$ cat src/sv/iterative_pose_from_points_top_defines.svh
// Assertion macros shared by the pose solver RTL
`ifndef ITERATIVE_POSE_FROM_POINTS_TOP_DEFINES_SVH
`define ITERATIVE_POSE_FROM_POINTS_TOP_DEFINES_SVH

// same-cycle implication
`define IPFP_ASSERT_NOW(lbl, ante, cons, msg) \
   lbl: assert property (@(posedge clock) disable iff (reset) (ante) |-> (cons)) else $error(msg);

// next-cycle implication
`define IPFP_ASSERT_NEXT(lbl, ante, cons, msg) \
   lbl: assert property (@(posedge clock) disable iff (reset) (ante) |=> (cons)) else $error(msg);

`endif

$ cat src/sv/ipfp_pkg.sv
// Shared constants, types and fixed-point helpers of the pose solver
package ipfp_pkg;

   localparam int MAX_POINTS     = 64;
   localparam int MAX_ITERATIONS = 64;
   localparam int FRAC_BITS      = 16;

   localparam int PT_AW  = $clog2(MAX_POINTS);
   localparam int CNT_W  = PT_AW + 1;
   localparam int PASS_W = $clog2(MAX_ITERATIONS) + 1;
   localparam int DIV_W  = 32 + FRAC_BITS;
   localparam int FSQ_W  = 62 - FRAC_BITS;
   localparam int PT_W   = 320;
   localparam int WIMG_W = 64;

   localparam logic [31:0] WORD_MAX    = 32'h7fff_ffff;
   localparam logic [30:0] FOCAL_RESET = 31'(1 << FRAC_BITS);
   localparam logic [63:0] CONV_LIM    = 64'((64'd1 << (2 * FRAC_BITS)) - 64'd1);

   typedef logic signed [31:0] word_type;

   typedef struct packed {
      logic busy;
      logic done;
   } unit_status_type;

   // operand order of the six cross-product terms, r1 in even, r2 in odd slots
   localparam logic [2:0] CROSS_A [6] = '{3'd2, 3'd4, 3'd4, 3'd0, 3'd0, 3'd2};
   localparam logic [2:0] CROSS_B [6] = '{3'd5, 3'd3, 3'd1, 3'd5, 3'd3, 3'd1};
   localparam logic [2:0] NORM_IDX [8] = '{3'd0, 3'd2, 3'd4, 3'd1, 3'd3, 3'd5, 3'd0, 3'd0};

   function automatic word_type sat32(input logic signed [63:0] v);
      if (v > 64'sd2147483647) return 32'sh7fff_ffff;
      if (v < -64'sd2147483648) return 32'sh8000_0000;
      return v[31:0];
   endfunction

   // floor shift of a product
   function automatic logic signed [63:0] asr(input logic signed [65:0] v);
      logic signed [65:0] t;
      t = v >>> FRAC_BITS;
      return t[63:0];
   endfunction

   function automatic logic signed [32:0] sx33(input logic [31:0] w);
      return {w[31], w};
   endfunction

   function automatic logic signed [63:0] sx64(input logic [31:0] w);
      return {{32{w[31]}}, w};
   endfunction

endpackage

$ cat src/sv/ipfp_div.sv
// Unsigned restoring divider, one quotient bit per cycle
module ipfp_div import ipfp_pkg::*; (
   input  logic             clock,
   input  logic             reset,
   input  logic             start,
   input  logic [DIV_W-1:0] dividend,
   input  logic [31:0]      divisor,
   output logic [DIV_W-1:0] quotient,
   output unit_status_type  status
);

   localparam int DCNT_W = $clog2(DIV_W);

   logic [DIV_W-1:0]  quo_ff;
   logic [31:0]       rem_ff;
   logic [31:0]       den_ff;
   logic [DCNT_W-1:0] cnt_ff;
   logic              busy_ff;
   logic              done_ff;
   logic [32:0]       rem_in;

   assign rem_in = {rem_ff, quo_ff[DIV_W-1]};

   always_ff @(posedge clock) begin
      if (reset) begin
         busy_ff <= 1'b0;
         done_ff <= 1'b0;
         cnt_ff  <= '0;
      end else begin
         done_ff <= 1'b0;
         if (start) begin
            busy_ff <= 1'b1;
            cnt_ff  <= '0;
            quo_ff  <= dividend;
            rem_ff  <= '0;
            den_ff  <= divisor;
         end else if (busy_ff) begin
            if (rem_in >= {1'b0, den_ff}) begin
               rem_ff <= 32'(rem_in - {1'b0, den_ff});
               quo_ff <= {quo_ff[DIV_W-2:0], 1'b1};
            end else begin
               rem_ff <= rem_in[31:0];
               quo_ff <= {quo_ff[DIV_W-2:0], 1'b0};
            end
            cnt_ff <= cnt_ff + 1'b1;
            if (cnt_ff == DCNT_W'(DIV_W - 1)) begin
               busy_ff <= 1'b0;
               done_ff <= 1'b1;
            end
         end
      end
   end

   assign quotient = quo_ff;
   assign status   = '{busy: busy_ff, done: done_ff};

endmodule

$ cat config.mk
export PLATFORM = sky130hd
export DESIGN_NAME = ipfp_div
export DESIGN_NICKNAME = d
export VERILOG_FILES = /design/src/sv/iterative_pose_from_points_top_defines.svh /design/src/sv/ipfp_pkg.sv /design/src/sv/ipfp_div.sv
export SDC_FILE = /design/constraint.sdc
export NUM_CORES = 1
export LEC_CHECK = 0
export ABC_AREA = 1
export BUFFER_PORTS_ARGS = -buffer_cell sky130_fd_sc_hd__buf_2
export CAP_MARGIN = 20
export CORE_MARGIN = 5
export CORE_UTILIZATION = 55
export CTS_CLUSTER_SIZE = 16
export DETAILED_ROUTE_END_ITERATION = 12
export HOLD_SLACK_MARGIN = 0.15
export PLACE_DENSITY = 0.82
export SLEW_MARGIN = 20
export SYNTH_ARGS = -nofsm -noshare
export SYNTH_HDL_FRONTEND = slang
export SYNTH_SLANG_ARGS = --single-unit
$ cat constraint.sdc
create_clock -name clock -period 7.3 [get_ports clock]
set_clock_uncertainty 0.1 [all_clocks]
set_input_delay 0.365 -clock clock [delete_from_list [all_inputs] [get_ports clock]]
set_output_delay 0.365 -clock clock [all_outputs]
set_load 0.05 [all_outputs]
==> results.txt <==
----------------------------------------------------
[CTS]
  # hold bufs at CTS ... 78
  Setup Fix Bufs, Post-CTS ... 0
  CTS tree ... built
  Later-pin clock latency in the skew report ... 0.43 ns
  TritonCTS Buffers ... 17
  # resized after CTS ... 0
  Maximum number of buffers from clock root to sink ... 2
  Clock slew at reported path FFs ... 0.06 ns
  Clock sink count ... 120
  H-tree lvl count ... 4
  Root buffer selected by CTS ... sky130_fd_sc_hd__clkbuf_16

[STA]
  Setup repair after global routing missed its margin ... no
  Part of the cycle the worst path needs ... 38.2%
  Total Neg Setup Slack ... 0 ns
  Worst max-slew margin expressed relative to the limit ... 28.3%
  Min cycle time layout ... 2.79 ns
  Transition time at the pin with the least slew margin ... 1.08 ns
  Final number of setup-violating endpoints ... 0
  Fmax ... 359 MHz
  Number of endpoints with negative hold slack in the final report ... 0
  Number of pins with negative max-slew slack in the final report ... 0

[Place]
  Number of buffer cells added on primary ports ... 132
  HPWL reported at the end of detailed placement ... 14100 um
  Final weighted congestion of routability-driven global placement ... 0.994

[Detailed routing]
  Initial DRC Count ... 754
  Number of nets with antenna violations after routing ... 0
  Drt pass-1 iters ... 6
  Post-DR vias/cell ... 5.21
  DRC errors left ... 0
  Via count ... 7588
  Total wirelength of the detailed-routed design ... 23700 um
  Wire per inst ... 16.2 um

[Hold path]
  Endpoint with the worst hold slack ... quotient[0]
  Number of cells on the worst hold path ... 3
  Hold crit path type ... primary input to flop
  Startpoint of the most critical hold path ... dividend[0]

[Die]
  Floorplan die width ... 129 um
  Area of the die ... 0.0166 mm2
  Height of the die ... 129 um
  Placeable core area ... 0.0139 mm2
  Number of placed I/O pins ... 133
  Starting Density ... 55.9%
  Std-Cell Rows ... 43

[GRT]
  Overall overflow remaining after global route ... 0
  Number of global-route vias before repair ... 7873
  Number of antenna violations at the first check in global routing ... 0
  Combined global-route utilization of all metal layers ... 29.6%
  Pin count of the biggest net entering global routing ... 82
  Wire length of the first global-routing pass ... 38400 um

[Yosys]
  Number of storage elements in the synthesis netlist ... 120
  Xor and xnor area share after synthesis ... 1.69%
  Mean Syn Cell Area ... 7.35 um2
  Yosys warning count ... 0
  Post-Synthesis Net Count ... 1173
  Proportion of synthesized area in mux cells ... 0%
  Post-synthesis sequential area ratio ... 45.4%
  Compound-gate portion of the synthesized area ... 1.95%
  Area share of fa/ha/maj cells after synthesis ... 5.58%
  Synthesized instance count ... 1056
  Dominant combinational cell family by area after synthesis ... simple AND/OR/NAND/NOR gates
  Yosys cell types ... 38
  Summed instance area of the synthesized netlist ... 0.00776 mm2
  Share of synthesized cell area in and, or, nand and nor gates ... 35.0%

[Worst setup path]
  Cell chain of the critical path ... ha_1, nand2_1, inv_1, nand2_1, and2_1, nor2_1, nor2_2, nand2_2, nor2_8, nand2_8, inv_4, nor2_1, nor2_1
  Classification of the worst setup path ... flop to flop
  Worst reg2reg path startpoint ... rem_ff[26]
  End of the worst register-to-register path ... rem_ff[0]
  Worst-path cell with the longest stage delay ... sky130_fd_sc_hd__edfxtp_1
  Buf/Inv on CP ... 2
  Sort of element at the end of the critical path ... flop
  Worst Reg-to-Reg Cells ... 13
  Crit-path max cell delay ... 0.41 ns
  Largest fanout of any net on the critical path ... 24
  Endpoint required time on the critical path ... 7.48 ns
  Worst endpoint data arrival time ... 2.96 ns
  Slack of the worst reg-to-reg path ... 4.51 ns
  CP startpoint kind ... flop
  Cell repeated most along the worst path ... sky130_fd_sc_hd__nor2_1
  Largest delay share family, worst path ... simple AND/OR/NAND/NOR gates

[Cells and area]
  Highest-count cells in the layout ignoring fill and taps ... 450 x sky130_fd_sc_hd__nand2_1, 175 x sky130_fd_sc_hd__inv_1, 132 x sky130_fd_sc_hd__buf_2, 112 x sky130_fd_sc_hd__edfxtp_1, 111 x sky130_fd_sc_hd__nor2_1
  Diodes inserted ... 0
  Filler instances ... 1035
  Number of nets in the layout ... 1380
  Share of post-route cells with drive strength above 1 ... 14.7%
  Most common cell after layout, fill and taps aside ... sky130_fd_sc_hd__nand2_1
  Area delta synth->final ... 28.3%
  Register area ... 0.00352 mm2
  Multi-input gate area ... 0.00345 mm2

[Power]
  IR drop worst, VDD ... 0.000269 V
  Total power density per cell area ... 239 mW/mm2
  Leakage power summed over all cells ... 0.00518 uW
  Final Total Pwr ... 2380 uW

[Flow run]
  Number of max-cap violations ... 0

[Status]
  Outcome ... completed

----------------------------------------------------
[cells by family after synthesis]
logic type               count (synthesis)
AND/OR/NAND/NOR                        654
buffers and inverters                  204
flip-flops                             120
adder cells (fa/ha/maj)                 34
AO/OA/AOI/OAI                           29
XOR/XNOR                                15
[metrics by stage]
stage	hold WS, ns	std cells	utilization, %	worst slack, ns	instance area (um2)
after global routing	0.169	1456	71.8	4.35	9960
after floorplan	0.342	1056	-	2.04	7760
after CTS	0.153	1456	71.8	4.54	9960
after detailed placement	0.380	1346	61.6	4.57	8560
final	0.161	1456	71.8	4.51	9960
after global placement	0.368	1346	61.6	4.58	8560
[sequential cells by signal, indices dropped and copies added, names as in the netlist]
name / flops
quotient: 48
den_ff: 32
cnt_ff: 6
done_ff: 1
busy_ff: 1
rem_ff: 32
[worst min-delay path: cells and delay by family]
| family | cells | cell delay (ns) |
|---|---|---|
| AOI/OAI and AO/OA | 1 | 0.07 |
| buffers and inverters | 1 | 0.08 |
| and+or+nand+nor | 1 | 0.06 |
[power by group]
part / internal [uW] / switching (uW) / total (uW)
Sequential: 821 / 27.9 / 849
Combinational: 207 / 413 / 620
Clock: 574 / 338 / 912
[layout make-up]
cell class / count / area share [%]
Sequential cell: 120 / 35.4
Multi-Input combinational cell: 732 / 34.7
Timing Repair Buffer: 212 / 14.6
Inverter: 180 / 6.81
Clock buffer: 18 / 4.31
Tap cell: 180 / 2.26
Clock inverter: 14 / 1.97
[worst max-delay path by stage]
stage                           from           to  slack (ns)  cells after the start
after floorplan                start  quotient[0]        2.04                      3
after global placement         start   rem_ff[26]        4.58                      4
after detailed placement       start   rem_ff[26]        4.57                      4
after CTS                 rem_ff[26]  quotient[0]        4.54                     12
after global routing      rem_ff[26]   rem_ff[10]        4.35                     13
final                     rem_ff[26]    rem_ff[0]        4.51                     13
[synth_stat cells, drive strengths merged]
cell type	count	area [um2]
nand2	456	1750
dfxtp	8	160
a21oi	22	110
and3	1	6.26
nand3	32	165
and2	7	43.8
nor3	6	41.3
o21ai	4	20.0
nand3b	22	165
o21bai	1	7.51
xor2	14	123
fa	1	20.0
edfxtp	112	3360
o21a	1	7.51
ha	33	413
buf	12	82.6
a31oi	1	6.26
nor4	1	6.26
or2	1	6.26
xnor2	1	8.76
inv	180	678
nor2	121	495
clkbuf	12	45.0
nand4	7	43.8
[routing by layer]
metal | vias to the layer above | global-route usage, % | share of wire, %
met4 | 0 | 11.9 | 3.3
met2 | 421 | 49.6 | 48
met5 | - | 0 | 0
met1 | 3434 | 36.5 | 39
met3 | 71 | 7.85 | 9.5
li1 | 3662 | - | -
(Power assumes the default switching activity.)
