===== src/sv/iterative_pose_from_points_top_defines.svh =====
// Assertion macros shared by the pose solver RTL
`ifndef ITERATIVE_POSE_FROM_POINTS_TOP_DEFINES_SVH
`define ITERATIVE_POSE_FROM_POINTS_TOP_DEFINES_SVH

// same-cycle implication
`define IPFP_ASSERT_NOW(lbl, ante, cons, msg) \
   lbl: assert property (@(posedge clock) disable iff (reset) (ante) |-> (cons)) else $error(msg);

// next-cycle implication
`define IPFP_ASSERT_NEXT(lbl, ante, cons, msg) \
   lbl: assert property (@(posedge clock) disable iff (reset) (ante) |=> (cons)) else $error(msg);

`endif


===== src/sv/ipfp_pkg.sv =====
// Shared constants, types and fixed-point helpers of the pose solver
package ipfp_pkg;

   localparam int MAX_POINTS     = 64;
   localparam int MAX_ITERATIONS = 64;
   localparam int FRAC_BITS      = 16;

   localparam int PT_AW  = $clog2(MAX_POINTS);
   localparam int CNT_W  = PT_AW + 1;
   localparam int PASS_W = $clog2(MAX_ITERATIONS) + 1;
   localparam int DIV_W  = 32 + FRAC_BITS;
   localparam int FSQ_W  = 62 - FRAC_BITS;
   localparam int PT_W   = 320;
   localparam int WIMG_W = 64;

   localparam logic [31:0] WORD_MAX    = 32'h7fff_ffff;
   localparam logic [30:0] FOCAL_RESET = 31'(1 << FRAC_BITS);
   localparam logic [63:0] CONV_LIM    = 64'((64'd1 << (2 * FRAC_BITS)) - 64'd1);

   typedef logic signed [31:0] word_type;

   typedef struct packed {
      logic busy;
      logic done;
   } unit_status_type;

   // operand order of the six cross-product terms, r1 in even, r2 in odd slots
   localparam logic [2:0] CROSS_A [6] = '{3'd2, 3'd4, 3'd4, 3'd0, 3'd0, 3'd2};
   localparam logic [2:0] CROSS_B [6] = '{3'd5, 3'd3, 3'd1, 3'd5, 3'd3, 3'd1};
   localparam logic [2:0] NORM_IDX [8] = '{3'd0, 3'd2, 3'd4, 3'd1, 3'd3, 3'd5, 3'd0, 3'd0};

   function automatic word_type sat32(input logic signed [63:0] v);
      if (v > 64'sd2147483647) return 32'sh7fff_ffff;
      if (v < -64'sd2147483648) return 32'sh8000_0000;
      return v[31:0];
   endfunction

   // floor shift of a product
   function automatic logic signed [63:0] asr(input logic signed [65:0] v);
      logic signed [65:0] t;
      t = v >>> FRAC_BITS;
      return t[63:0];
   endfunction

   function automatic logic signed [32:0] sx33(input logic [31:0] w);
      return {w[31], w};
   endfunction

   function automatic logic signed [63:0] sx64(input logic [31:0] w);
      return {{32{w[31]}}, w};
   endfunction

endpackage


===== src/sv/ipfp_sqrt.sv =====
// Floored square root of a 64-bit value, two radicand bits per cycle
module ipfp_sqrt import ipfp_pkg::*; (
   input  logic            clock,
   input  logic            reset,
   input  logic            start,
   input  logic [63:0]     radicand,
   output logic [31:0]     root,
   output unit_status_type status
);

   logic [63:0] rad_ff;
   logic [34:0] rem_ff;
   logic [31:0] root_ff;
   logic [4:0]  cnt_ff;
   logic        busy_ff;
   logic        done_ff;
   logic [34:0] rem_in;
   logic [34:0] trial;

   assign rem_in = {rem_ff[32:0], rad_ff[63:62]};
   assign trial  = {1'b0, root_ff, 2'b01};

   always_ff @(posedge clock) begin
      if (reset) begin
         busy_ff <= 1'b0;
         done_ff <= 1'b0;
         cnt_ff  <= '0;
      end else begin
         done_ff <= 1'b0;
         if (start) begin
            busy_ff <= 1'b1;
            cnt_ff  <= '0;
            rad_ff  <= radicand;
            rem_ff  <= '0;
            root_ff <= '0;
         end else if (busy_ff) begin
            rad_ff <= {rad_ff[61:0], 2'b00};
            if (rem_in >= trial) begin
               rem_ff  <= rem_in - trial;
               root_ff <= {root_ff[30:0], 1'b1};
            end else begin
               rem_ff  <= rem_in;
               root_ff <= {root_ff[30:0], 1'b0};
            end
            cnt_ff <= cnt_ff + 5'd1;
            if (cnt_ff == 5'd31) begin
               busy_ff <= 1'b0;
               done_ff <= 1'b1;
            end
         end
      end
   end

   assign root   = root_ff;
   assign status = '{busy: busy_ff, done: done_ff};

endmodule


===== config.mk =====
export PLATFORM = sky130hd
export DESIGN_NAME = ipfp_sqrt
export DESIGN_NICKNAME = d
export VERILOG_FILES = /design/src/sv/iterative_pose_from_points_top_defines.svh /design/src/sv/ipfp_pkg.sv /design/src/sv/ipfp_sqrt.sv
export SDC_FILE = /design/constraint.sdc
export NUM_CORES = 1
export LEC_CHECK = 0
export BUFFER_PORTS_ARGS = -buffer_cell sky130_fd_sc_hd__buf_2
export CORE_MARGIN = 3
export CORE_UTILIZATION = 59
export CTS_CLUSTER_DIAMETER = 40
export DETAILED_ROUTE_END_ITERATION = 16
export GPL_TIMING_DRIVEN = 0
export PLACE_DENSITY = 0.8
export SLEW_MARGIN = 20
export SYNTH_ARGS = -nofsm -noshare
export SYNTH_HDL_FRONTEND = slang
export SYNTH_SLANG_ARGS = --single-unit

===== constraint.sdc =====
create_clock -name clock -period 9.71 [get_ports clock]
set_input_delay 1.942 -clock clock [delete_from_list [all_inputs] [get_ports clock]]
set_output_delay 1.942 -clock clock [all_outputs]
set_load 0.01 [all_outputs]

==> metrics.md, run 1 <==
| Metric | Value |
|---|---|
| HPWL after detailed placement | about 13000 um |
| Net Count, Synth | about 810 |
| Pleak | between 3 and 4 nW |
| Max VDD drop | around 0.00019 V |
| Grt peak-use layer | met2 |
| IO Pins | between 100 and 150 |
| 1st-iter DRT viols | 472 |
| DRT antenna net count | 0 |
| Primary FF master, synth | edfxtp_1 |
| Routed WL | between 15000 and 20000 um |
| Core Box Area | roughly 13000 um2 |
| Pin count of the biggest net entering global routing | 30 |
| First-pass GRT wire length | about 30000 um |
| Synth top cells by count | 129 x edfxtp_1, 99 x nor2_1, 63 x mux2_2 |
| CP Data Arrival Time | 4590 ps |
| Initial core utilization | 0.609 |
| Unrepaired setup endpoints after global routing | false |
| Final setup viols | 0 |
| Final hold vios | 0 |
| Cell taking the most area after synthesis | edfxtp_1 |
| Max-slew violation count | 0 |
| Final WS setup | between 5000 and 6000 ps |
| Final Wtd Congestion | just under 1 |
| Endpoint class of the critical path | register |
| Root Driver | clkbuf_16 |
| CTS tree | done |
| Fin nets | 935 |
| GRT overflow | 0 |
| Critical path fanouts, max | 25 |
| Cts bufs inserted | 17 |
| TritonRoute pass-1 iters | 6 |
| GR Util met1 | 0.313 |
| Layout fillers | 914 |
| Cell with the most instances after synthesis | edfxtp_1 |
| Clk buf depth | 2 |
| Post-synth EDFFs | around 130 |
| Vias/cell | around 5.7 |
| Later-pin clock latency in the skew report | around 430 ps |
| Pwr Total | 1.78 mW |
| Share of the synthesized area in the top cell type | 0.500 |
| Synth Warn # | 0 |
| Fmax | around 220 MHz |
| Die Ht | 121 um |
| Period utilization | 0.459 |
| Setup CP Type | in2reg |
| # DRC | 0 |
| Initial antenna violation count | 0 |
| Mapped Avg Cell Area | between 10 and 15 um2 |
| # diodes | 0 |
| GR met3 Demand/Resource | 0.0795 |
| H-tree levels | 4 |
| Worst-Margin Slew | about 720 ps |
| Post-CTS Setup Repair Bufs | 0 |
| M2 GR Usage | 0.446 |
| Via count | between 5000 and 6000 |
| Total Routing Usage GR | 0.263 |
| Port bufs | roughly 100 |
| Worst Clk Skew | around 12 ps |
| Area contributors post-synth | edfxtp_1 50%, mux2_2 9.2%, ha_1 5.8% |
| Hold Crit Class | reg2reg |
| Rows | 41 |
| Fraction of registers with async set/reset | 0 |
| CTS sink count | 136 |
| Die area | roughly 15000 um2 |
| Hold buffers post-CTS | 0 |
| CP startpoint kind | input pin |
| Pwr dens | 193 nW/um2 |
| Sequential-to-total area share from yosys stat | 0.518 |
| DP Worst Slack | a little under 5000 ps |
| Outcome | finished clean |
| Tmin final | roughly 4500 ps |
| Layout cells sized above 1 | 0.266 |
| DR WL/cell | ~18 um |
| Post-Syn Area | around 7700 um2 |
| Post-CTS Resized | 0 |
| Synthesis-to-finish area growth | 18.8% |
| Count of cell types in the netlist | slightly below 60 |
| #FFs+latches synth | around 140 |
| Cells after synthesis | about 710 |
| Worst EP required | around 10000 ps |
| Slew headroom | 0.518 |
| Number of global-route vias before repair | roughly 6000 |
| Max-cap viol count | 0 |
| DIE WIDTH | 121 um |
| Worst-path clk slew | 60 ps |
cells by family (layout without fill, tap and decap cells):
| logic type | count (synthesis) | count (layout) | synth area share |
|---|---|---|---|
| mux | 73 | 73 | 0.104 |
| fa+ha+maj | 36 | 36 | 0.0581 |
| flops | 136 | 136 | 0.518 |
| buf+inv | 89 | 225 | 0.0501 |
| compound gates | 140 | 140 | 0.114 |
| xor+xnor | 27 | 27 | 0.0305 |
| simple gates | 208 | 208 | 0.125 |
stage by stage:
stage / std cells / instance area (um2) / TNS, ps / hold WS (ps) / utilization
floorplan: 709 / 7750 / 0 / 467 / -
global placement: 980 / 8460 / -208700 / 485 / 0.665
detailed placement: 985 / 8600 / 0 / 514 / 0.676
CTS: 1017 / 9210 / 0 / 550 / 0.724
global route: 1017 / 9210 / 0 / 563 / 0.724
finish: 1017 / 9210 / 0 / 549 / 0.724
final cells by class:
cell class | instances | area (um2) | share of cell area
clock inverter | 15 | 186 | 0.0202
buffer | 42 | 211 | 0.0230
tap | 172 | 215 | 0.0234
sequential | 136 | 4010 | 0.436
clock buffer | 17 | 425 | 0.0462
timing repair buffer | 104 | 626 | 0.0679
multi-input combinational | 484 | 3350 | 0.364
inverter | 47 | 176 | 0.0192
where the power goes:
group	leakage, nW	switching, mW	internal, mW
sequential	1.30	0.0185	0.700
clock	0.301	0.265	0.408
combinational	2.16	0.229	0.161
sequential cells by signal (all words and copies together) (netlist names):
name,count
done_ff,1
busy_ff,1
root,32
cnt_ff,5
rem_ff,33
rad_ff,64
final timing paths:
check / start / to / slack (ps) / cells past startpoint
worst max-delay path: start / root[12] / 5250 / 8
worst min-delay path: rad_ff[49] / rad_ff[51] / 550 / 1
worst max register to register: root[0] / rem_ff[28] / 6470 / 10
worst min register to register: rad_ff[49] / rad_ff[51] / 550 / 1
critical path, cell delays in order:
cell      delay, ps
clkbuf_1        340
clkbuf_1        470
clkbuf_1        610
nor2_1          190
nor2_4          380
buf_16          240
buf_16          190
buf_16          190
per-layer routing:
metal	vias to the layer above	wire (um)
met2	196	9020
li1	2819	-
met4	0	459
met5	-	0
met3	34	1220
met1	2773	7500
layout by cell type, fill, tap and decap left out, types with 5 or more instances in the layout:
cell type,instances
a21o_1,11
o21ai_0,29
and3_1,5
nand4_1,10
buf_2,104
nand2_1,36
clkbuf_16,17
inv_1,47
nand2b_1,5
inv_6,6
nor2b_1,7
o211ai_1,5
nand3b_1,6
clkbuf_1,23
xor2_1,12
nor2_1,98
xnor2_1,15
a21oi_1,52
mux2_2,63
buf_4,8
nor3_1,10
ha_1,36
a31oi_1,9
nand3_1,9
dfxtp_1,7
edfxtp_1,129
nor4_1,5
mux2i_1,10
Power figures use the tool's default switching activity.
==> inputs of run 2 (changes only) <==
CORE_UTILIZATION = 53   (was 59)
PLACE_DENSITY = 0.76   (was 0.8)
clock period = 3.9 ns   (was 9.71 ns; I/O delays follow)
==> run 2 against run 1 <==
- critical path depth increased by 2
- hold slack got worse by 18 ps
- sequential power rose by 150%
- final area shrank 1.0%
- first-iteration DRC count is 26% lower
- die area rose by 11%
- largest cell class unchanged
==> metrics.md, run 2 (same netlist as run 1, synthesis figures left out) <==
| Metric | Value |
|---|---|
| Outcome | finished clean (unchanged) |
| Post-CTS Setup Repair Bufs | 0 (unchanged) |
| Detail Route met2 WL | 8320 um (was 9020 um) |
| Worst Clk Skew | 8.05 ps (was 12.3 ps) |
| TritonRoute pass-1 iters | 5 (was 6) |
| Unrepaired setup endpoints after global routing | false (unchanged) |
| Synthesis-to-finish area growth | 17.6% (was 18.8%) |
| Cell Int Power | 3.01 mW (was 1.27 mW) |
| Hold Path Cell Cnt | 2 (was 1) |
| Final Wtd Congestion | 0.956 (was 0.960) |
| Core Box Area | 14100 um2 (was 12700 um2) |
| Number of flip-flops in the largest register | 64 (unchanged) |
| Pleak | 3.71 nW (was 3.76 nW) |
| Max VDD drop | 0.000340 V (was 0.000188 V) |
| Routed WL | 17400 um (was 18200 um) |
| Number of global-route vias before repair | 5933 (was 6122) |
| Setup CP Type | reg2reg (was in2reg) |
| H-tree levels | 4 (unchanged) |
| CTS tree | done (unchanged) |
| HP Start | cnt_ff[4] (was rad_ff[49]) |
| Worst-Margin Slew | 638 ps (was 723 ps) |
| Post-route insts no fill | 1024 (was 1017) |
| Design area | 9110 um2 (was 9210 um2) |
| Slew headroom | 0.573 (was 0.518) |
| Met3 wire len | 1070 um (was 1220 um) |
| Layout fillers | 1169 (was 914) |
| DR top layer | met4 (unchanged) |
| DRT met1 WL | 7520 um (was 7500 um) |
| DP Worst Slack | 555 ps (was 4810 ps) |
| Reg2Reg Setup Slack | 530 ps (was 6470 ps) |
| CP startpoint kind | register (was input pin) |
| Core Util, Final | 0.647 (was 0.724) |
| DRT antenna net count | 0 (unchanged) |
| Hold Crit Class | reg2reg (unchanged) |
| Die Ht | 127 um (was 121 um) |
| Biggest register | rad_ff (unchanged) |
| HPWL after detailed placement | 13100 um (was 13000 um) |
| Period utilization | 0.865 |
| Tmin final | roughly 3400 ps |
| Pin count of the biggest net entering global routing | 31 (was 30) |
| Crit path max-delay family | compound AO/OA/AOI/OAI gates (was buffers and inverters) |
| Max-cap viol count | 0 (unchanged) |
| Layout cells sized above 1 | 0.267 (was 0.266) |
| Final WS setup | 525 ps (was 5250 ps) |
| GRT overflow | 0 (unchanged) |
| Later-pin clock latency in the skew report | 430 ps (about the same) |
| Most frequent cells in the layout | 129 x edfxtp_1, 104 x buf_2, 98 x nor2_1 (unchanged) |
| Hold buffers post-CTS | 0 (unchanged) |
| Worst EP required | 4070 ps (was 9840 ps) |
| DP Cell Count | 992 (was 985) |
| Depth of the most critical reg-to-reg path | 10 (unchanged) |
| Endpoint class of the critical path | register (unchanged) |
| Critical-path cell list | inv_1 > ha_1 > nor2b_1 > o311ai_1 > a31oi_1 > a31oi_1 > a21oi_1 > a31oi_1 > a311o_1 > o21ai_2 (was clkbuf_1 > clkbuf_1 > clkbuf_1 > nor2_1 > nor2_4 > buf_16 > buf_16 > buf_16) |
| CP max stage delay | 510 ps (was 610 ps) |
| Hold path endpoint | cnt_ff[4] (was rad_ff[51]) |
| Slowest CP cell | a31oi_1 (was clkbuf_1) |
| 1st-iter DRT viols | 350 (was 472) |
| Worst-path clk slew | 60 ps (about the same) |
| CP Data Arrival Time | 3550 ps (was 4590 ps) |
| Comb pwr share | 0.224 (was 0.219) |
| CTS sink count | 136 (unchanged) |
| Commonest non-fill, non-tap cell in the layout | edfxtp_1 (unchanged) |
| Critical path fanouts, max | 5 (was 25) |
| DIE WIDTH | 127 um (was 121 um) |
| First-pass GRT wire length | 29000 um (was 29600 um) |
| Fmax | 296 MHz |
| Port bufs | 99 (unchanged) |
| Post-DP Area | 8560 um2 (was 8600 um2) |
| Clock network fraction of total power | 0.356 (was 0.378) |
| Cts bufs inserted | 17 (unchanged) |
| Root Driver | clkbuf_16 (unchanged) |
| Capturing point of the worst reg2reg path | rem_ff[28] (unchanged) |
| Via count | 5802 (was 5822) |
| Clk buf depth | 2 (unchanged) |
| Final hold vios | 0 (unchanged) |
| IO Pins | 101 (unchanged) |
| Initial core utilization | 0.550 (was 0.609) |
| # diodes | 0 (unchanged) |
| Vias/cell | 5.67 (was 5.72) |
| Total Routing Usage GR | 0.228 (was 0.263) |
| Rows | 43 (was 41) |
| Initial antenna violation count | 0 (unchanged) |
| Buf+Inv Stages, Crit Path | 1 (was 6) |
| Pwr dens | 467 nW/um2 (was 193 nW/um2) |
| Post-CTS Resized | 0 (unchanged) |
| DR WL/cell | 17.0 um (was 17.9 um) |
| Die area | 16100 um2 (was 14500 um2) |
| Fin nets | 934 (was 935) |
| Most common cell on crit path | a31oi_1 |
| Switching power | 1.24 mW (was 0.512 mW) |
| # DRC | 0 (unchanged) |
| Reg2reg start | root[0] (unchanged) |
| Max-slew violation count | 0 (unchanged) |
| Switch share | 0.292 (was 0.287) |
| Final setup viols | 0 (unchanged) |
| Sequential share of power | 0.420 (was 0.403) |
[run 2: changes by cell type in the layout (fill, tap and decap cells not counted)]
cell,previous run,this run
buf_16,4,0
clkbuf_2,2,4
clkinvlp_4,0,4
bufinv_16,3,1
inv_6,6,2
clkinv_4,4,2
clkinv_2,1,3
clkbuf_1,23,22
inv_8,0,1
buf_12,1,4
[run 2: layer usage]
layer,vias up,global-route usage
met5,-,0
met4,0,0.0921
met3,38,0.0640
met2,159,0.370
met1,2777,0.288
li1,2828,-
[run 2: metrics by stage]
stage	setup TNS (ps)	power, mW	hold slack (ps)
6_report	0	4.26	530
5_1_grt	0	4.46	557
4_1_cts	0	4.28	525
3_5_place_dp	0	2.76	511
3_3_place_gp	-144680	2.73	484
2_1_floorplan	0	2.51	467
[run 2: worst register-to-register path, delay by kind of cell (launching register included)]
| family | cells | cell delay [ps] |
|---|---|---|
| buffers and inverters | 1 | 120 |
| flip-flops | 1 | 420 |
| adder cells (fa/ha/maj) | 1 | 280 |
| AO/OA/AOI/OAI | 7 | 2110 |
| AND/OR/NAND/NOR | 1 | 190 |
[run 2: area by class of cell]
class | count | area [um2] | area share
timing repair buffer | 103 | 576 | 0.0632
multi-input combinational | 484 | 3350 | 0.368
buffer | 42 | 214 | 0.0235
clock inverter | 14 | 125 | 0.0137
clock buffer | 18 | 429 | 0.0471
inverter | 47 | 176 | 0.0194
sequential | 136 | 4010 | 0.440
tap | 180 | 225 | 0.0247
[run 2: power groups by stage]
stage / combinational [mW] / sequential, mW / clock (mW)
after floorplan: 0.690 / 1.82 / 0
after global placement: 0.907 / 1.82 / 0
after detailed placement: 0.942 / 1.82 / 0
after CTS: 0.952 / 1.79 / 1.54
after global routing: 1.07 / 1.80 / 1.60
final: 0.955 / 1.79 / 1.52
[run 2: worst max path at each step]
| stage | start | to | slack, ps | cells after the start |
|---|---|---|---|---|
| 3_3_place_gp | start | rem_ff[14] | -1130 | 5 |
| 4_1_cts | root[0] | rem_ff[28] | 640 | 10 |
| 2_1_floorplan | start | rad_ff[0] | 90 | 5 |
| 6_report | root[0] | rem_ff[28] | 530 | 10 |
| 5_1_grt | root[0] | rem_ff[28] | 440 | 10 |
| 3_5_place_dp | start | rem_ff[14] | 550 | 7 |
